`src/hw/rtl/assert_macros.svh`:
```
// ----------------------------------------------------------------------------
// Assertion macros
// Shared concurrent assertion helpers for the block allocator RTL.
// ----------------------------------------------------------------------------
`ifndef ASSERT_MACROS_SVH
`define ASSERT_MACROS_SVH

// Clocked assertion, switched off while reset is held.
`define BBA_ASSERT(lbl, clk, rst_n, prop, msg) \
    lbl: assert property (@(posedge clk) disable iff (!rst_n) prop) else $error(msg);

// Clocked assertion that is checked in every cycle, reset included.
`define BBA_ASSERT_ALWAYS(lbl, clk, prop, msg) \
    lbl: assert property (@(posedge clk) prop) else $error(msg);

`endif

```
`src/hw/rtl/bba_pkg.sv`:
```
// ----------------------------------------------------------------------------
// Block bitmap allocator package
// Sizes, status codes and the controller/datapath command and status types.
// ----------------------------------------------------------------------------
package bba_pkg;

    localparam int NUM_BLOCKS = 4096;
    localparam int WORD_W     = 64;
    localparam int WORD_AW    = $clog2(WORD_W);
    localparam int MAP_WORDS  = NUM_BLOCKS / WORD_W;
    localparam int MAP_AW     = $clog2(MAP_WORDS);
    localparam int WCNT_W     = $clog2(MAP_WORDS + 1);
    localparam int BLK_W      = 12;
    localparam int CNT_W      = 13;
    localparam int STS_W      = 2;

    localparam logic [CNT_W-1:0] CFG_COUNT_RESET = CNT_W'(4096);

    localparam logic OP_ALLOC = 1'b0;
    localparam logic OP_FREE  = 1'b1;

    typedef enum logic [STS_W-1:0] {
        ST_OK       = 2'd0,
        ST_FULL     = 2'd1,
        ST_WAS_FREE = 2'd2,
        ST_RANGE    = 2'd3
    } t_status;

    // Commands from the controller to the datapath.
    typedef struct packed {
        logic load;
        logic scan;
        logic free_rd;
        logic free_chk;
        logic alloc_hit;
        logic alloc_full;
        logic commit;
    } t_cmd;

    // Status from the datapath to the controller.
    typedef struct packed {
        logic in_free;
        logic in_range;
        logic hit;
        logic scan_end;
        logic out_free;
    } t_sts;

endpackage

```
`src/hw/rtl/bba_ctrl.sv`:
```
// ----------------------------------------------------------------------------
// Block bitmap allocator controller
// Sequences one request at a time through the datapath.
// ----------------------------------------------------------------------------
`include "assert_macros.svh"

module bba_ctrl import bba_pkg::*; (
    input  logic i_clk,
    input  logic i_rst_n,
    input  logic i_req_valid,
    output logic o_req_ready,
    input  t_sts i_sts,
    output t_cmd o_cmd
);

    typedef enum logic [4:0] {
        S_IDLE     = 5'b00001,
        S_SCAN     = 5'b00010,
        S_FREE_RD  = 5'b00100,
        S_FREE_CHK = 5'b01000,
        S_DONE     = 5'b10000
    } t_state;

    t_state r_state;
    t_state n_state;

    always_ff @(posedge i_clk) begin
        if (!i_rst_n) begin
            r_state <= S_IDLE;
        end else begin
            r_state <= n_state;
        end
    end

    always_comb begin
        n_state = r_state;
        o_cmd   = '0;
        case (r_state)
            S_IDLE: begin
                if (i_req_valid) begin
                    o_cmd.load = 1'b1;
                    n_state    = i_sts.in_free ? S_FREE_RD : S_SCAN;
                end
            end
            S_SCAN: begin
                o_cmd.scan = 1'b1;
                if (i_sts.hit) begin
                    o_cmd.alloc_hit = 1'b1;
                    n_state         = S_DONE;
                end else if (i_sts.scan_end) begin
                    o_cmd.alloc_full = 1'b1;
                    n_state          = S_DONE;
                end
            end
            S_FREE_RD: begin
                o_cmd.free_rd = 1'b1;
                n_state       = i_sts.in_range ? S_FREE_CHK : S_DONE;
            end
            S_FREE_CHK: begin
                o_cmd.free_chk = 1'b1;
                n_state        = S_DONE;
            end
            S_DONE: begin
                if (i_sts.out_free) begin
                    o_cmd.commit = 1'b1;
                    n_state      = S_IDLE;
                end
            end
            default: begin
                n_state = S_IDLE;
            end
        endcase
    end

    assign o_req_ready = (r_state == S_IDLE);

    `BBA_ASSERT(a_done_exit, i_clk, i_rst_n, (r_state == S_DONE) |=> (r_state == S_DONE || r_state == S_IDLE), "result state left for a work state")
    `BBA_ASSERT(a_one_decision, i_clk, i_rst_n, $onehot0({o_cmd.alloc_hit, o_cmd.alloc_full, o_cmd.free_chk, o_cmd.commit}), "two results decided at once")

endmodule

```
`config.mk`:
```
export PLATFORM = sky130hd
export DESIGN_NAME = bba_ctrl
export DESIGN_NICKNAME = d
export VERILOG_FILES = /design/src/hw/rtl/bba_pkg.sv /design/src/hw/rtl/bba_ctrl.sv
export VERILOG_INCLUDE_DIRS = /design/src /design/src/hw/rtl
export SDC_FILE = /design/constraint.sdc
export NUM_CORES = 1
export LEC_CHECK = 0
export BUFFER_PORTS_ARGS = -buffer_cell sky130_fd_sc_hd__clkbuf_2
export CAP_MARGIN = 20
export CORE_AREA = 2 2 39 41
export CTS_BUF_LIST = sky130_fd_sc_hd__clkbuf_8 sky130_fd_sc_hd__clkbuf_16
export DETAILED_ROUTE_END_ITERATION = 10
export DIE_AREA = 0 0 41 43
export PLACE_DENSITY = 0.54
export SYNTH_ARGS = -nofsm -noshare
export SYNTH_HDL_FRONTEND = slang
export SYNTH_SLANG_ARGS = --single-unit
```
`constraint.sdc`:
```
create_clock -name i_clk -period 1.4 [get_ports i_clk]
set_input_delay 0.07 -clock i_clk [delete_from_list [all_inputs] [get_ports i_clk]]
set_output_delay 0.07 -clock i_clk [all_outputs]
set_load 0.005 [all_outputs]
```
======== Word level (Yosys, flattened, before mapping) ========
Index checks and enable logic that the tools add are counted.
cells by class
  reduce and logical (&&, ||, !) cells .... 1
  equal/unequal tests ..................... 8
  multiplexer cells ....................... 18
operators with widths
  cell                                                                    number
  5-bit 2-to-1 mux                                                        5
  5-bit one-hot mux with 5 select lines                                   1
  1-bit 2-to-1 mux                                                        10
  5-bit by 1-bit equality test with 1-bit output (second input constant)  1
  5-bit by 2-bit equality test with 1-bit output (second input constant)  1
  5-bit by 3-bit equality test with 1-bit output (second input constant)  1
  5-bit by 4-bit equality test with 1-bit output (second input constant)  1
  5-bit equality test (second input constant)                             1
  2-bit != test (second input constant)                                   2
  3-bit 2-to-1 mux                                                        1
  3-bit != test (second input constant)                                   1
  3-bit AND reduction                                                     1
  2-bit 2-to-1 mux                                                        1
word-level totals
  logic and storage cells ................. 28
  register bits ........................... 5

======== Longest topological paths before layout ========
  depth in word-level cells ............... 3
  mapped depth ............................ 6

======== Worst setup path before layout ========
OpenSTA, ideal clock, no wires.
  kind .................................... register -> register
  start ................................... register r_state[2]
  end ..................................... register r_state[3]
  path buffers ............................ 0
  stages on the path, launching flop included .. 5
  library setup time ...................... 132 ps
  data required time ...................... 1,268 ps
  arrival ................................. 995 ps
  clock period less this slack ............ 1,127 ps
  slack ................................... 273 ps
  path through ............................ dfxtp_1 nor2_2 nand3_2 nor3_1 nor4b_2
on the way
  cells in the longest elaborated chain, start to end .. 3
  elaborated cells on any way between the ends .. 10
ends and longest elaborated chain
  what                                                                          line            text
  start, declared                                                               bba_ctrl.sv:24  t_state r_state;
  start signal, assigned                                                        bba_ctrl.sv:31  r_state <= n_state;
  5-bit by 2-bit equality test with 1-bit output, or another cell as far along  bba_ctrl.sv:38  case (r_state)
  3-bit != test (no source line) or 2-bit != test (tied branches)               n/a
  3-bit AND reduction (no source line)                                          n/a
Several ways; a longest one is shown, not always the timed one.
A chain may end at the register's enable or synchronous reset.

==> results.json <==
{
  "avgViaCountPerCell": 4.76,
  "p_switching_uw": 165,
  "synth_edf_count": 0,
  "hold_violations": 0,
  "finalCriticalPeriod_ns": 1.30,
  "cts_tree": "built",
  "dp.cells": 72,
  "grt.overflow.total": 0,
  "tns_ns": 0,
  "finalCritPeriodShare": 0.930,
  "synth_common_cells": "7 x nor2_1, 5 x dfxtp_1, 3 x inv_1",
  "layout-drive-gt1-share": 0.550,
  "end_kind": "output port",
  "critPathRequiredTime_ns": 1.33,
  "dp_slack_ns": 0.128,
  "fill_cells": 148,
  "status": "complete, no violations",
  "rows": 14,
  "r2r_setup_slack_ns": 0.17,
  "synthFlopType": "dfxtp_1",
  "cp_max_fo": 5,
  "clkPwrFrac": 0.445,
  "p_per_area_nw_per_um2": 1130,
  "initial_core_util": 0.281,
  "drt_wl_total_um": 799,
  "nets": 69,
  "avgRoutedWirePerCell_um": 10.5,
  "antenna_found_initial": 0,
  "grt_pass1_vias": 325,
  "antenna_cells": 0,
  "gp_congestion": 0.685,
  "grt_setup_unrepaired": "no",
  "p_leak_uw": 0.000273,
  "start_kind": "flop",
  "setup_ws_ns": 0.0981,
  "drtIter0Drc": 5,
  "ys_ff_latch": 5,
  "hold_class": "in2reg",
  "dp_hpwl_um": 616,
  "synth_top_area_frac": 0.257,
  "ioPinCount": 16,
  "yosys.area.top_type": "dfxtp_1",
  "power_uw": 580,
  "clock_path_buffers": 2,
  "power.internal_uw": 415,
  "die_area_um2": 1760,
  "seq_power_share": 0.322,
  "tightest_slew_ns": 0.375,
  "synthCells": 44,
  "top_regs": "r_state (5)",
  "synth_most_common_cell": "nor2_1",
  "synth_area_um2": 389,
  "top_register": "r_state",
  "p_sw_frac": 0.284,
  "ir_drop_mv": 0.423,
  "maxSlewViolCount": 0,
  "core_area_um2": 1380,
  "numCtsBuffers": 3,
  "grtUsageTotal": 0.116,
  "yosysWarnings": 0,
  "relSlewSlack": 0.748,
  "final_cells": 76,
  "finClkSkew_ns": 0.00357,
  "syn_avg_cell_area_um2": 8.84,
  "grt_max_degree": 10,
  "p_comb_frac": 0.233,
  "arrival_ns": 1.23,
  "drtAntennaViolNets": 0,
  "synthTopCellsByArea": "dfxtp_1 26%, nor2_1 6.8%, buf_6 5.8%",
  "area_delta_synth_final_pct": 32.5,
  "insertion_delay_ns": 0.22,
  "grt_pass1_wl_um": 1310,
  "setup-violations-final": 0,
  "synth_cell_types": 28,
  "dr.pass1.iters": 4,
  "chipWidth_um": 41,
  "die_h_um": 43,
  "port_buffers": 15,
  "cts_max_level": 1,
  "largest_reg_flops": 5,
  "clk_pin_slew_ns": 0.04,
  "fmax_mhz": 768,
  "syn_nets": 52,
  "seq_area_frac_synth": 0.257,
  "worstSetupPathType": "reg2out",
  "async_flop_share": 0,
  "finalHoldWorstSlack_ns": 0.0954,
  "maxCapViolCount": 0,
  "drc": 0,
  "hold_buffers": 0,
  "via_count": 362,
  "cts.sinks": 5,
  "cts-root-buf": "clkbuf_8"
}
-- critical path, cell delays in order, from the launching register on --
cell and delay (ns):
dfxtp_1 0.37, nor2_4 0.18, nand3_2 0.13, nor3b_2 0.20, clkbuf_2 0.13
-- layout make-up --
type	count	area (um2)	area share
clock buffers	3	41.3	0.0801
repair buffers	15	75.1	0.146
well taps	16	20.0	0.0388
multi-input cells	33	260	0.505
inverters	3	11.3	0.0218
flip-flops and latches	5	104	0.201
clock inverters	1	3.75	0.00728
-- final timing paths --
kind               from    endpoint  cells after the start
max reg2reg  r_state[2]  r_state[3]                      4
min            i_sts[4]  r_state[2]                      2
max          r_state[2]    o_cmd[1]                      4
min reg2reg  r_state[2]  r_state[3]                      2
-- logic make-up (layout without fill, tap and decap cells) --
| group | Yosys count | in the layout | synth area share |
|---|---|---|---|
| AND/OR/NAND/NOR | 24 | 24 | 0.463 |
| XOR/XNOR | 1 | 1 | 0.0225 |
| buffers and inverters | 6 | 22 | 0.0997 |
| AO/OA/AOI/OAI | 8 | 8 | 0.158 |
| flip-flops | 5 | 5 | 0.257 |
-- layout by cell type, fill, tap and decap left out, drive strengths merged, types with 2 or more instances in the layout --
cell	instances
and2	2
nor2	8
o21ai	3
inv	4
dfxtp	5
and3	2
nor3	3
nand3	3
clkbuf	18
-- metrics by stage --
stage          cell area, um2  utilization
2_1_floorplan             389            -
3_3_place_gp              457        0.330
3_5_place_dp              457        0.330
4_1_cts                   507        0.366
5_1_grt                   515        0.373
6_report                  515        0.373
-- what timing repair did --
item                                    in CTS  in global routing
resized for setup                            1                  4
setup buffers                                0                  0
endpoints found under the setup margin       1                  2
pin swaps                                    0                  0
-- metal layers --
layer	GRT usage	part of all wire	up-vias
met3	0.0471	0.070	2
met4	0.100	0.021	0
li1	-	-	188
met2	0.144	0.46	16
met1	0.145	0.44	156
met5	0	0	-
-- power by group through the flow --
stage / registers [uW] / clock network [uW] / logic [uW]
after global routing: 191 / 277 / 152
after detailed placement: 185 / 0 / 135
after CTS: 185 / 267 / 136
after global placement: 185 / 0 / 134
after floorplan: 163 / 0 / 126
final: 187 / 258 / 135
Power figures use the tool's default switching activity.
